### src/hw/rtl/b64lw_pkg.sv
package b64lw_pkg;

    localparam int unsigned CFG_BPL_W     = 6;
    localparam logic [5:0]  BPL_RESET     = 6'd18;
    localparam logic [7:0]  NL_CHAR       = 8'h0A;
    localparam logic [7:0]  PAD_CHAR      = 8'h3D;
    localparam int unsigned CFG_ADDR_W    = 3;
    localparam logic [2:0]  POS_FIRST     = 3'd0;
    localparam logic [2:0]  POS_SECOND    = 3'd1;
    localparam logic [2:0]  POS_THIRD     = 3'd2;
    localparam logic [2:0]  POS_FOURTH    = 3'd3;
    localparam logic [2:0]  POS_NEWLINE   = 3'd4;

    typedef struct packed {
        logic [7:0] b0;
        logic [7:0] b1;
        logic [7:0] b2;
        logic [1:0] n;
        logic       nl;
        logic       last;
    } t_job;

    function automatic logic [7:0] f_b64_char(input logic [5:0] v);
        logic [7:0] c;
        if (v < 6'd26) begin
            c = 8'h41 + {2'b00, v};
        end else if (v < 6'd52) begin
            c = 8'h61 + {2'b00, v - 6'd26};
        end else if (v < 6'd62) begin
            c = 8'h30 + {2'b00, v - 6'd52};
        end else if (v == 6'd62) begin
            c = 8'h2B;
        end else begin
            c = 8'h2F;
        end
        return c;
    endfunction

endpackage

### src/hw/rtl/base64_encoder_line_wrap_core.sv
// Base64 encoder with line wrapping for MIME bodies.
// Raw bytes enter on the slave stream, one byte per transfer; tlast marks
// the final byte of a stream. Encoded characters leave on the master stream,
// one character per transfer; tlast marks the closing newline of a stream.
// Every third byte, or the final byte, yields four characters ('=' padded
// when the group is partial), followed by a newline when the configured
// number of groups per line is reached or the stream ends.
// A completed group is written into the queue and its characters are then
// loaded one by one into the output register. The output side sends one
// character per cycle while the queue holds a group and the receiver is
// ready; the front accepts one byte per cycle while its two-group queue has
// room. The groups per line register is written by APB at addresses 0 to 3
// (paddr[2] clear) and read back at every address. The user must write it
// only while the block is idle; the block itself does not enforce this.
// A value of 0 acts like 1.
// Reset clears the held bytes, group count, queue, output valid flag and
// character position, and sets the register to 18 (72 characters per line).
// When the receiver stalls, the current character is held; the queue then
// fills and s_axis_tready falls until characters are taken again.
module base64_encoder_line_wrap_core (
    input  logic                             i_clk,
    input  logic                             i_rst_n,
    input  logic                             s_axis_tvalid,
    output logic                             s_axis_tready,
    input  logic [7:0]                       s_axis_tdata,   // data_byte
    input  logic                             s_axis_tlast,
    output logic                             m_axis_tvalid,
    input  logic                             m_axis_tready,
    output logic [7:0]                       m_axis_tdata,   // out_char
    output logic                             m_axis_tlast,
    input  logic                             psel,
    input  logic                             penable,
    input  logic                             pwrite,
    input  logic [b64lw_pkg::CFG_ADDR_W-1:0] paddr,
    input  logic [31:0]                      pwdata,
    output logic [31:0]                      prdata,
    output logic                             pready
);
    import b64lw_pkg::*;

    logic [CFG_BPL_W-1:0] r_bpl;
    logic                 w_push;
    logic                 w_pop;
    logic                 w_full;
    logic                 w_empty;
    t_job                 w_job_in;
    t_job                 w_job_out;

    assign pready = 1'b1;
    assign prdata = {{(32 - CFG_BPL_W){1'b0}}, r_bpl};

    always_ff @(posedge i_clk) begin
        if (!i_rst_n) begin
            r_bpl <= BPL_RESET;
        end else if (psel && penable && pwrite && pready && !paddr[2]) begin
            r_bpl <= pwdata[CFG_BPL_W-1:0];
        end
    end

    b64lw_front u_front (
        .i_clk   (i_clk),
        .i_rst_n (i_rst_n),
        .i_valid (s_axis_tvalid),
        .i_byte  (s_axis_tdata),
        .i_final (s_axis_tlast),
        .i_full  (w_full),
        .i_bpl   (r_bpl),
        .o_ready (s_axis_tready),
        .o_push  (w_push),
        .o_job   (w_job_in)
    );

    b64lw_queue u_queue (
        .i_clk   (i_clk),
        .i_rst_n (i_rst_n),
        .i_push  (w_push),
        .i_job   (w_job_in),
        .i_pop   (w_pop),
        .o_full  (w_full),
        .o_empty (w_empty),
        .o_job   (w_job_out)
    );

    b64lw_back u_back (
        .i_clk    (i_clk),
        .i_rst_n  (i_rst_n),
        .i_empty  (w_empty),
        .i_job    (w_job_out),
        .i_tready (m_axis_tready),
        .o_pop    (w_pop),
        .o_tvalid (m_axis_tvalid),
        .o_tdata  (m_axis_tdata),
        .o_tlast  (m_axis_tlast)
    );

endmodule

### src/hw/rtl/b64lw_front.sv
module b64lw_front (
    input  logic                 i_clk,
    input  logic                 i_rst_n,
    input  logic                 i_valid,
    input  logic [7:0]           i_byte,
    input  logic                 i_final,
    input  logic                 i_full,
    input  logic [5:0]           i_bpl,
    output logic                 o_ready,
    output logic                 o_push,
    output b64lw_pkg::t_job      o_job
);
    import b64lw_pkg::*;

    logic [15:0] r_pend, n_pend;
    logic [1:0]  r_cnt, n_cnt;
    logic [5:0]  r_groups, n_groups;
    logic [1:0]  w_n;
    logic        w_accept;
    logic        w_complete;
    logic [5:0]  w_limit;
    logic [5:0]  w_g1;
    logic        w_wrap;

    assign o_ready    = !i_full;
    assign w_accept   = i_valid && o_ready;
    assign w_n        = r_cnt + 2'd1;
    assign w_complete = i_final || (w_n == 2'd3);
    assign w_limit    = (i_bpl == 6'd0) ? 6'd1 : i_bpl;
    assign w_g1       = r_groups + 6'd1;
    assign w_wrap     = (w_g1 >= w_limit);
    assign o_push     = w_accept && w_complete;

    always_comb begin
        o_job.b0   = (w_n == 2'd1) ? i_byte : r_pend[15:8];
        o_job.b1   = (w_n == 2'd1) ? 8'd0 : ((w_n == 2'd2) ? i_byte : r_pend[7:0]);
        o_job.b2   = (w_n == 2'd3) ? i_byte : 8'd0;
        o_job.n    = w_n;
        o_job.nl   = i_final || w_wrap;
        o_job.last = i_final;
    end

    always_comb begin
        n_pend   = r_pend;
        n_cnt    = r_cnt;
        n_groups = r_groups;
        if (w_accept) begin
            if (!w_complete) begin
                if (w_n == 2'd1) begin
                    n_pend = {i_byte, 8'd0};
                end else begin
                    n_pend = {r_pend[15:8], i_byte};
                end
                n_cnt = w_n;
            end else begin
                n_pend   = 16'd0;
                n_cnt    = 2'd0;
                n_groups = o_job.nl ? 6'd0 : w_g1;
            end
        end
    end

    always_ff @(posedge i_clk) begin
        if (!i_rst_n) begin
            r_pend   <= 16'd0;
            r_cnt    <= 2'd0;
            r_groups <= 6'd0;
        end else begin
            r_pend   <= n_pend;
            r_cnt    <= n_cnt;
            r_groups <= n_groups;
        end
    end

endmodule

### src/hw/rtl/b64lw_queue.sv
module b64lw_queue (
    input  logic                 i_clk,
    input  logic                 i_rst_n,
    input  logic                 i_push,
    input  b64lw_pkg::t_job      i_job,
    input  logic                 i_pop,
    output logic                 o_full,
    output logic                 o_empty,
    output b64lw_pkg::t_job      o_job
);
    import b64lw_pkg::*;

    t_job       r_mem [2];
    logic       r_wptr;
    logic       r_rptr;
    logic [1:0] r_count;
    logic       w_push;
    logic       w_pop;

    assign o_full  = (r_count == 2'd2);
    assign o_empty = (r_count == 2'd0);
    assign o_job   = r_mem[r_rptr];
    assign w_push  = i_push && !o_full;
    assign w_pop   = i_pop && !o_empty;

    always_ff @(posedge i_clk) begin
        if (w_push) begin
            r_mem[r_wptr] <= i_job;
        end
    end

    always_ff @(posedge i_clk) begin
        if (!i_rst_n) begin
            r_wptr  <= 1'b0;
            r_rptr  <= 1'b0;
            r_count <= 2'd0;
        end else begin
            if (w_push) begin
                r_wptr <= !r_wptr;
            end
            if (w_pop) begin
                r_rptr <= !r_rptr;
            end
            r_count <= r_count + {1'b0, w_push} - {1'b0, w_pop};
        end
    end

endmodule

### src/hw/rtl/b64lw_back.sv
module b64lw_back (
    input  logic                 i_clk,
    input  logic                 i_rst_n,
    input  logic                 i_empty,
    input  b64lw_pkg::t_job      i_job,
    input  logic                 i_tready,
    output logic                 o_pop,
    output logic                 o_tvalid,
    output logic [7:0]           o_tdata,
    output logic                 o_tlast
);
    import b64lw_pkg::*;

    logic [2:0] r_pos, n_pos;
    logic       r_valid;
    logic [7:0] r_char;
    logic       r_last;
    logic       w_load;
    logic [7:0] w_char;
    logic       w_last;
    logic       w_end;

    assign w_load = !i_empty && (!r_valid || i_tready);

    always_comb begin
        w_last = 1'b0;
        unique case (r_pos)
            POS_FIRST:  w_char = f_b64_char(i_job.b0[7:2]);
            POS_SECOND: w_char = f_b64_char({i_job.b0[1:0], i_job.b1[7:4]});
            POS_THIRD:  w_char = (i_job.n > 2'd1) ?
                                 f_b64_char({i_job.b1[3:0], i_job.b2[7:6]}) : PAD_CHAR;
            POS_FOURTH: w_char = (i_job.n > 2'd2) ? f_b64_char(i_job.b2[5:0]) : PAD_CHAR;
            POS_NEWLINE: begin
                w_char = NL_CHAR;
                w_last = i_job.last;
            end
            default:    w_char = NL_CHAR;
        endcase
    end

    assign w_end = (r_pos == POS_NEWLINE) || ((r_pos == POS_FOURTH) && !i_job.nl);
    assign o_pop = w_load && w_end;

    always_comb begin
        n_pos = r_pos;
        if (w_load) begin
            n_pos = w_end ? POS_FIRST : r_pos + 3'd1;
        end
    end

    always_ff @(posedge i_clk) begin
        if (!i_rst_n) begin
            r_pos   <= POS_FIRST;
            r_valid <= 1'b0;
        end else begin
            r_pos <= n_pos;
            if (w_load) begin
                r_valid <= 1'b1;
            end else if (i_tready) begin
                r_valid <= 1'b0;
            end
        end
    end

    always_ff @(posedge i_clk) begin
        if (w_load) begin
            r_char <= w_char;
            r_last <= w_last;
        end
    end

    assign o_tvalid = r_valid;
    assign o_tdata  = r_char;
    assign o_tlast  = r_last;

endmodule

### config.mk
export PLATFORM = sky130hd
export DESIGN_NAME = base64_encoder_line_wrap_core
export DESIGN_NICKNAME = d
export VERILOG_FILES = /design/src/hw/rtl/b64lw_pkg.sv /design/src/hw/rtl/base64_encoder_line_wrap_core.sv /design/src/hw/rtl/b64lw_front.sv /design/src/hw/rtl/b64lw_queue.sv /design/src/hw/rtl/b64lw_back.sv
export SDC_FILE = /design/constraint.sdc
export NUM_CORES = 1
export LEC_CHECK = 0
export BUFFER_PORTS_ARGS = -buffer_cell sky130_fd_sc_hd__buf_2
export CAP_MARGIN = 20
export CORE_ASPECT_RATIO = 2
export CORE_MARGIN = 5
export CORE_UTILIZATION = 60
export CTS_BUF_LIST = sky130_fd_sc_hd__clkbuf_4 sky130_fd_sc_hd__clkbuf_8
export CTS_CLUSTER_SIZE = 8
export DETAILED_ROUTE_END_ITERATION = 12
export HOLD_SLACK_MARGIN = 0.05
export PLACE_DENSITY = 0.93
export SLEW_MARGIN = 20
export SYNTH_ARGS = -nofsm -noshare
export SYNTH_HDL_FRONTEND = slang
export SYNTH_SLANG_ARGS = --single-unit
### constraint.sdc
create_clock -name i_clk -period 4.3 [get_ports i_clk]
set_clock_uncertainty 0.2 [all_clocks]
set_input_delay 0.86 -clock i_clk [delete_from_list [all_inputs] [get_ports i_clk]]
set_output_delay 0.86 -clock i_clk [all_outputs]
set_load 0.03 [all_outputs]
* Yosys cells after proc, flatten, opt, wreduce, memory -nomap -nowiden
Memories as Yosys holds them, arrays and structs flattened. A register that Yosys moved wholly into a read port is not among the register bits. Index checks and enable logic that the tools add are counted.
Word-level totals: flip-flop bits (word level) 47, bits in writable memories 56, memories kept 1
Memories:
- u_queue.r_mem | words 2, width 28, read ports 1, clocked after Yosys merged registers in 1, wr ports 1, line b64lw_queue.sv:13 | t_job r_mem [2];
Cells by class: add/sub/neg operators 25, $lt $le $gt $ge 15, equality and inequality tests 12, multiplexer cells 35, reduce and logical (&&, ||, !) cells 28
Operator list (count):
- 8-bit two-way mux | 18
- 7-bit by 6-bit adder with 8-bit output (first input constant) | 8
- 6-bit less-than comparator (second input constant) | 8
- 16-bit two-way mux | 2
- 8-bit one-hot mux with 4 select lines | 1
- 6-bit by 6-bit adder with 7-bit output (first input constant) | 4
- 6-bit equality test (second input constant) | 4
- 6-bit by 5-bit less-than comparator with 1-bit output (second input constant) | 4
- 6-bit by 5-bit subtractor with 6-bit output (second input constant) | 4
- 6-bit subtractor (second input constant) | 4
- 3-bit two-way mux | 5
- 6-bit two-way mux | 2
- 1-bit logical AND | 10
- 1-bit logical NOT | 7
- 6-bit by 1-bit adder with 6-bit output (second input constant) | 1
- 2-bit equality test (second input constant) | 3
- 3-bit by 2-bit equality test with 1-bit output (second input constant) | 2
- 6-bit greater-or-equal comparator | 1
- 6-bit logical NOT | 1
- 1-bit two-way mux | 6
- 1-bit logical OR | 4
- 2-bit AND reduction | 2
- 2-bit nonzero test | 2
- 3-bit by 1-bit adder with 3-bit output (second input constant) | 1
- other kinds (11) | 11

* Longest topological paths before layout
Gate-level depths: netlist of the first run.
depth in word-level cells 7, gate-level depth with buffers 13

* Modules after synthesis
Synthesis of the first run repeated with hierarchy kept, for this count alone.
Unflattened totals: cell total of the unflattened synthesis 680, area, all modules 7045.5 um^2
By module, submodules not included:
- b64lw_back | instances 1, cells an instance 344, area an instance 2696.3 um^2, sequential area each 350.3 um^2
- b64lw_queue | instances 1, cells an instance 115, area an instance 2368.5 um^2, sequential area each 1781.7 um^2
- b64lw_front | instances 1, cells an instance 165, area an instance 1508.9 um^2, sequential area each 480.5 um^2
- base64_encoder_line_wrap_core | instances 1, cells an instance 56, area an instance 471.7 um^2, sequential area each 120.1 um^2

* Worst setup path before layout of the first run
OpenSTA, ideal clock, no wires.
path type input to register, start point input port s_axis_tvalid, end point memory u_queue.r_mem[0][0] (netlist name), enable pin, library setup time 0.450 ns, arrival time 3.203 ns, setup slack 0.447 ns, cell stages on the path 3, path buffers 1, cells stage by stage nand2_1 clkbuf_1 nor3_1
On the way: cells in the longest elaborated chain, start to end 5
Ends and longest elaborated chain:
- start: declaration | line base64_encoder_line_wrap_core.sv:23 | input logic s_axis_tvalid,
- 1-bit logical AND | line b64lw_front.sv:26 | assign w_accept = i_valid && o_ready;
- 1-bit logical AND | line b64lw_front.sv:32 | assign o_push = w_accept && w_complete;
- 1-bit logical AND | line b64lw_queue.sv:23 | assign w_push = i_push && !o_full;
- 1-bit two-way mux | line b64lw_queue.sv:27 | if (w_push) begin
- 1-bit two-way mux (implied by the code) | line b64lw_queue.sv:28 | r_mem[r_wptr] <= i_job;
- end: declaration | line b64lw_queue.sv:13
No other way between the ends.

==> metrics.txt, run 1 <==
status completed; Nets 850; Slew Limit Fails 0; Slowest-stage cell, CP o41ai_1; relative slew slack 34.0%; DRC violations left 0; die area 14200 um^2; num ports 95; transition time of the tightest slew-check pin 0.981 ns; LEAKAGE 2.84 nW; # Max-Cap Violations 0; Crit Path Max Fanout 34; multi-input logic area 4000 um^2; Die Ht 163 um; postcts setup bufs 0; commonest non-fill, non-tap cell in the layout edfxtp_1; Avg Cell Area, Syn between 10 and 15 um^2; Hold WC Path Type reg -> reg; # H-tree levels 3; Vias 5449; Critical Path End u_back.o_tdata[3]; biggest cell delay along the critical path 0.79 ns; fraction of registers with async set/reset 0%; total track usage between 20% and 30%; DR iter-0 viols 427; Setup TNS 0 ns; EDFF count, synth 65; CP Class reg -> reg; hpwl dp 13000 um; Finished Core Util 64.4%; Synth area leaders edfxtp_1 (28%), dfxtp_1 (11%), ha_1 (10%); core area 11600 um^2; post-cts resize count 0; post-synthesis cell type count 68; TritonCTS clock tree built; RR Endpoint u_back.o_tdata[3]; most frequent cells in the layout edfxtp_1 (65), ha_1 (57), nand2_1 (49); Worst Setup End Kind flip-flop; Sequential Area 2730 um^2; total grt overflow 0; Peak VDD IR 294 uV; Netlist Area Pre-Place 7050 um^2; FF-to-FF path depth 10; number of routed nets with antenna violations 0; antenna violations before repair 0; first-pass GRT wire length 26500 um; worst hold start u_front.r_cnt[1]; top-area cell type share of the netlist area 27.7%; Post-DP Area 7320 um^2; total power 2.92 mW; Area Overhead vs Synth 6.26%; RSZ-0062 raised after global routing false; Fmax achieved about 0.27 GHz; Root Driver clkbuf_8; site row count 56; FF+latch count, synth 104; filler cell count in the final layout 957; hold depth 2; deepest clock path buffer count 2; DR vias/cell approximately 6.1; PwrDens 389 nW/um^2; Tmin final approximately 3.8 ns; part of the Yosys area used for sequential elements between 30% and 40%; IO Port Bufs 39; antenna fix cells 0; period utilisation layout 87.4%; Synth Instances 701; Wirelength per Cell 18.6 um; CP required around 4.2 ns; CP arrival 3.64 ns; Synth Flop Type edfxtp_1; area leader, netlist edfxtp_1; Die X-Extent slightly below 90 um; number of global-route vias before repair approximately 5.4k; largest net degree at the start of global routing 38; CP Buf/Inv Count 3; worst hold slack 0.303 ns; crit-path cells buf_12, mux2i_1, buf_4, inv_1, ha_1, a21oi_1, o21ai_0, nor2_1, o41ai_1, o2111ai_1; hold_buf cts 0; layout cells sized above 1 between 10% and 20%; GP Congestion 0.987; clock net sink count 104; First-pass DRT Iterations 6; startpoint types flip-flop; cell family with most CP delay compound AO/OA/AOI/OAI gates; final setup violation count 0; Worst path depth 10; worst skew pair latency 0.37 ns; Reg2Reg Setup Slack 0.54 ns; clk slew on worst S/H paths around 0.10 ns; TritonCTS Buffers 9; Synth warnings 0; fin area 7490 um^2; Starting Density just over 60%; final hold vios 0; final WL 16600 um
==> tightest hold or removal path, stage by stage (launching register included) <==
cell,delay [ns]
dfxtp_1,0.34
nand2_1,0.06
a21boi_0,0.06
==> synth_stat cells, types with 17 or more instances <==
library cell,instances
xnor2_1,35
mux2i_1,37
a21oi_1,29
nor2b_1,26
ha_1,57
nand3_1,24
and2_1,17
edfxtp_1,65
nand2_1,49
inv_1,30
o21ai_0,29
nor2_1,36
dfxtp_1,39
buf_4,30
==> registers in the layout, summed over array words and instances (netlist names), named ones only <==
name              cells
u_back.o_tdata        8
u_queue.r_mem        56
u_back.r_pos          3
u_front.r_groups      6
u_front.r_cnt         2
u_queue.r_rptr        1
u_queue.r_count       2
u_back.o_tlast        1
u_queue.r_wptr        1
u_back.o_tvalid       1
r_bpl                 6
u_front.r_pend       16
==> where the power goes <==
group	switching, mW	internal, mW
clock	0.351	0.217
combinational	0.694	0.416
sequential	0.0624	1.18
==> layer usage <==
metal / wire length (um) / share of wire (%) / up-vias / global-route usage (%)
li1: - / - / 2586 / -
met1: 5760 / 35 / 2556 / 23.2
met2: 8940 / 54 / 228 / 44.6
met3: 716 / 4.3 / 79 / 3.48
met4: 1210 / 7.3 / 0 / 16.2
met5: 0 / 0 / - / 0
==> how the worst min path moves through the flow <==
stage | endpoint | slack (ns)
floorplan | u_front.r_groups[5] | 0.25
global placement | u_front.r_groups[5] | 0.26
detailed placement | u_front.r_groups[1] | 0.28
CTS | u_front.r_groups[1] | 0.30
global route | u_front.r_groups[1] | 0.33
finish | u_front.r_cnt[1] | 0.30
==> final cells by class <==
class	count	area share (%)
flip-flops and latches	104	36.5
well taps	145	2.42
multi-input cells	546	53.3
clock inverters	7	0.701
inverters	31	1.55
clock buffers	9	1.65
repair buffers	50	3.87
==> stage by stage <==
stage / setup WS, ns / std cells
after floorplan: 0.447 / 726
after global placement: 0.761 / 876
after detailed placement: 0.683 / 876
after CTS: 0.621 / 892
after global routing: 0.357 / 892
final: 0.540 / 892
==> cells by family (layout without fill, tap and decap cells) <==
group           after synthesis  after routing  share of synthesized area, %
fa+ha+maj                    57             57                          10.1
other cells                   2             27                         0.106
flops                       104            104                          38.8
compound gates              150            150                          14.6
buf+inv                      76             97                          6.00
mux                          60             60                          9.67
xor+xnor                     44             44                          5.46
simple gates                208            208                          15.3
(Power assumes the default switching activity.)
==> run 2, diff against run 1 <==
- CORE_ASPECT_RATIO: 2 -> default
- CORE_UTILIZATION: 60 -> 40
- PLACE_DENSITY: 0.93 -> 0.69
==> run 2 against run 1 <==
Register-to-register slack lost 0.21 ns. Setup slack lost 0.21 ns. Clock-buffer cell count grew 2. Power grew 2.0%.
==> metrics.txt, run 2 (synthesized netlist as in run 1, its figures left out) <==
Die X-Extent 143 um; site row count 48; DR iter-0 viols 346; post-route setup slack 0.329 ns; biggest cell delay along the critical path 0.87 ns; Wirelength per Cell about 16 um; layout cells sized above 1 between 10 and 15%; filler cell count in the final layout 1712; Net Sw Frac 36.6%; CP Class reg -> reg; Top reg by flops u_queue.r_mem; Starting Density 40.8%; Crit Path Max Fanout 32; Sequential Area 2730 um^2; hold depth 2; DR vias/cell ~5.3; most frequent cells in the layout edfxtp_1 (65), ha_1 (57), nand2_1 (49); TritonCTS Buffers 9; deepest clock path buffer count 2; period utilisation layout 92.3%; Setup TNS 0 ns; TritonCTS clock tree built; postcts setup bufs 0; CP required roughly 4.3 ns; total internal power 1.89 mW; Hold WC Path Type reg -> reg; CP arrival a little under 4 ns; LEAKAGE approximately 2.9 nW; Top cell by count, worst path buf_4; clock net sink count 104; pre-CTS setup slack 0.498 ns; final WL 15600 um; DRC violations left 0; hold_buf cts 0; Die Ht 143 um; sequential power share 41.3%; Slew Limit Fails 0; final setup violation count 0; num ports 95; IO Port Bufs 39; RR Endpoint u_back.o_tdata[4]; total track usage 15.5%; FF-to-FF path depth 10; antenna violations before repair 0; number of global-route vias before repair 4961; Tmin final 3.97 ns; Logic pwr share 37.5%; Nets 852; clk slew on worst S/H paths roughly 0.10 ns; startpoint types flip-flop; die area 20400 um^2; antenna fix cells 0; Root Driver clkbuf_8; # H-tree levels 3; Hold Path End u_front.r_groups[5]; largest net degree at the start of global routing 38; relative slew slack 35.3%; worst skew pair latency 0.37 ns; multi-input logic area 4000 um^2; Slowest-stage cell, CP a2111oi_0; total power 2.97 mW; post-cts resize count 0; core area 17300 um^2; number of routed nets with antenna violations 0; worst hold start u_front.r_groups[5]; final hold vios 0; first-pass GRT wire length 25300 um; max reg flops 56; First-pass DRT Iterations 7; Vias 5198; Net Sw Power 1.09 mW; PwrDens 390 nW/um^2; commonest non-fill, non-tap cell in the layout edfxtp_1; status completed; Worst Setup End Kind flip-flop; GP Congestion approximately 0.9; RSZ-0062 raised after global routing false; Area Overhead vs Synth 8.04%; total grt overflow 0; transition time of the tightest slew-check pin 0.946 ns; # Max-Cap Violations 0; Fmax achieved 0.252 GHz; Peak VDD IR 225 uV; crit-path cells buf_4, mux2i_4, inv_1, ha_1, a21oi_2, xor2_1, a2111oi_0, buf_4, a311oi_1, o221ai_1; Reg2Reg Setup Slack ~0.33 ns; hpwl dp 11700 um; clock share of power 21.2%
-- run 2: worst max-delay path, delay by kind of cell (launching register included) --
kind,cells,cell delay [ns]
multiplexers,1,0.43
flip-flops,1,0.41
AO/OA/AOI/OAI,4,1.55
adder cells (fa/ha/maj),1,0.28
buffers and inverters,3,0.78
XOR/XNOR,1,0.12
-- run 2: cell type report --
cell class	instances	share of cell area, %
Clock buffer	11	1.91
Clock inverter	5	0.706
Inverter	31	1.53
Multi-Input combinational cell	546	52.4
Sequential cell	104	35.9
Tap cell	225	3.70
Timing Repair Buffer	52	3.84
-- run 2: stage by stage --
stage	instance area, um^2	hold slack (ns)	utilization, %	instances
6_report	7620	0.291	44.0	974
5_1_grt	7620	0.329	44.0	974
4_1_cts	7620	0.292	44.0	974
3_5_place_dp	7420	0.278	42.9	958
3_3_place_gp	7420	0.258	42.9	958
2_1_floorplan	7150	0.246	-	726
-- run 2: how the worst max path moves through the flow --
stage | end | from | slack [ns]
floorplan | u_queue.r_mem[0][0] | s_axis_tvalid | 0.45
global placement | u_back.o_tdata[4] | flip-flop | 0.50
detailed placement | u_back.o_tdata[4] | flip-flop | 0.50
CTS | u_back.o_tdata[4] | flip-flop | 0.45
global route | u_back.o_tdata[4] | flip-flop | 0.05
finish | u_back.o_tdata[4] | flip-flop | 0.33
-- run 2: power by group through the flow --
stage | logic (mW) | clock network [mW] | registers [mW]
floorplan | 0.784 | 0 | 1.31
global placement | 1.09 | 0 | 1.25
detailed placement | 1.10 | 0 | 1.25
CTS | 1.11 | 0.645 | 1.23
global route | 1.23 | 0.686 | 1.24
finish | 1.12 | 0.629 | 1.23
-- run 2: layer usage --
layer  vias up  GRT usage [%]  wire length [um]
li1       2597              -                 -
met1      2444           22.1              7710
met2       131           23.5              6800
met3        26           3.18               714
met4         0           4.70               342
met5         -              0                 0
==> run 3, diff against run 2 <==
- ABC_AREA: default -> 0
- CORE_ASPECT_RATIO: default -> 1.1
==> run 3 against run 2 <==
Combinational power hardly changed. Cell area stayed put. Clock-buffer cell count is 1 lower. Highest routed layer unchanged.
==> metrics.txt, run 3 (synthesized netlist as in run 1, its figures left out) <==
Logic pwr share a little under two fifths; antenna fix cells 0; transition time of the tightest slew-check pin 0.986 ns; clock share of power 20.8%; final hold vios 0; max reg flops 56; number of routed nets with antenna violations 0; RSZ-0062 raised after global routing false; most frequent cells in the layout edfxtp_1 (65), ha_1 (57), nand2_1 (49); Root Driver clkbuf_8; largest net degree at the start of global routing 38; DR iter-0 viols 308; Setup TNS 0 ns; Top reg by flops u_queue.r_mem; Hold WC Path Type reg -> reg; antenna violations before repair 0; # H-tree levels 3; die area 20400 um^2; FF-to-FF path depth 8; relative slew slack 33.7%; deepest clock path buffer count 2; postcts setup bufs 0; # Max-Cap Violations 0; first-pass GRT wire length 24000 um; TritonCTS Buffers 9; Hold Path End u_front.r_groups[4]; DR vias/cell 5.25; fin area 7620 um^2; core area 17500 um^2; clock net sink count approximately 100; Die X-Extent 137 um; num ports 95; Cell Count, Final, Fillers Out 985; total track usage 14.8%; Wirelength per Cell 15.4 um; GP Congestion around 0.94; final setup violation count 0; Slew Limit Fails 0; total grt overflow 0; clk slew on worst S/H paths 0.11 ns; worst skew pair latency between 0.3 and 0.4 ns; status completed; Crit Path Max Fanout 7; Peak VDD IR 211 uV; Cells after DPL 969; First-pass DRT Iterations 5; Worst Setup End Kind flip-flop; LEAKAGE 2.85 nW; number of global-route vias before repair 4822; post-cts resize count 0; hold_buf cts 0; Reg2Reg Setup Slack ~0.64 ns; IO Port Bufs 39; site row count 51; CP Class reg -> reg; Net Sw Frac 37.5%; Starting Density 40.2%; hold depth 2; Area Overhead vs Synth 8.04%; RR Endpoint u_back.o_tdata[4]; worst hold start u_front.r_groups[4]; Tmin final around 3.7 ns; TritonCTS clock tree built; startpoint types flip-flop; Fmax achieved 0.273 GHz; PwrDens 384 nW/um^2; CP arrival between 3 and 4 ns; DRC violations left 0; Net Sw Power approximately 1.1 mW; Nets 850; layout cells sized above 1 13.9%; total internal power 1.83 mW; Post-DP Area 7420 um^2; Vias 5175; Finished Core Util 43.4%; final WL 15200 um; commonest non-fill, non-tap cell in the layout edfxtp_1; sequential power share 42.0%; hpwl dp 11600 um; Die Ht 149 um; period utilisation layout 85.0%; CP required 4.32 ns
-- run 3: cell types whose count changed in the layout (fill, tap and decap cells not counted), sizes merged --
cell,previous run,this run
inv,32,36
buf,52,50
bufinv,1,0
clkbuf,11,10
clkinv,2,1
clkinvlp,1,0
-- run 3: worst max-delay path by stage --
stage,start,end,slack [ns],cells after the start
global placement,flip-flop,u_back.o_tdata[4],0.74,8
floorplan,s_axis_tvalid,u_queue.r_mem[0][0],0.45,3
finish,flip-flop,u_back.o_tdata[4],0.64,8
global route,flip-flop,u_back.o_tdata[4],0.44,8
CTS,flip-flop,u_back.o_tdata[4],0.65,10
detailed placement,flip-flop,u_back.o_tdata[4],0.69,8
-- run 3: routing by layer --
layer / part of all wire, % / vias up / GRT usage [%]
met5: 0 / - / 0
met4: 2.1 / 0 / 4.64
met3: 4.6 / 22 / 2.83
met2: 47 / 143 / 24.3
met1: 46 / 2419 / 19.6
li1: - / 2591 / -
-- run 3: metrics by stage --
step                setup WS [ns]  hold WS (ns)  power [mW]
floorplan                   0.447         0.246        2.09
global placement            0.742         0.257        2.32
detailed placement          0.692         0.269        2.33
CTS                         0.645         0.308        2.94
global route                0.438         0.336        3.09
finish                      0.643         0.307        2.93
-- run 3: worst max-delay path: stages (launching register included) --
cell	delay, ns
dfxtp_2	0.38
mux2i_1	0.67
ha_1	0.38
or3b_2	0.45
mux2i_1	0.35
xor2_1	0.11
a2111oi_0	0.60
a311oi_1	0.11
o221ai_1	0.23
-- run 3: area by class of cell --
cell class	instances	area (um^2)
Clock buffer	10	138
Timing Repair Buffer	50	278
Sequential cell	104	2730
Inverter	31	116
Multi-Input combinational cell	546	4000
Clock inverter	6	60.1
Fill cell	1680	9930
Tap cell	238	298
-- run 3: power groups by stage --
| stage | clock (mW) | sequential (mW) | combinational, mW |
|---|---|---|---|
| CTS | 0.624 | 1.23 | 1.08 |
| global route | 0.667 | 1.24 | 1.19 |
| global placement | 0 | 1.25 | 1.07 |
| floorplan | 0 | 1.31 | 0.784 |
| finish | 0.610 | 1.23 | 1.09 |
| detailed placement | 0 | 1.25 | 1.07 |
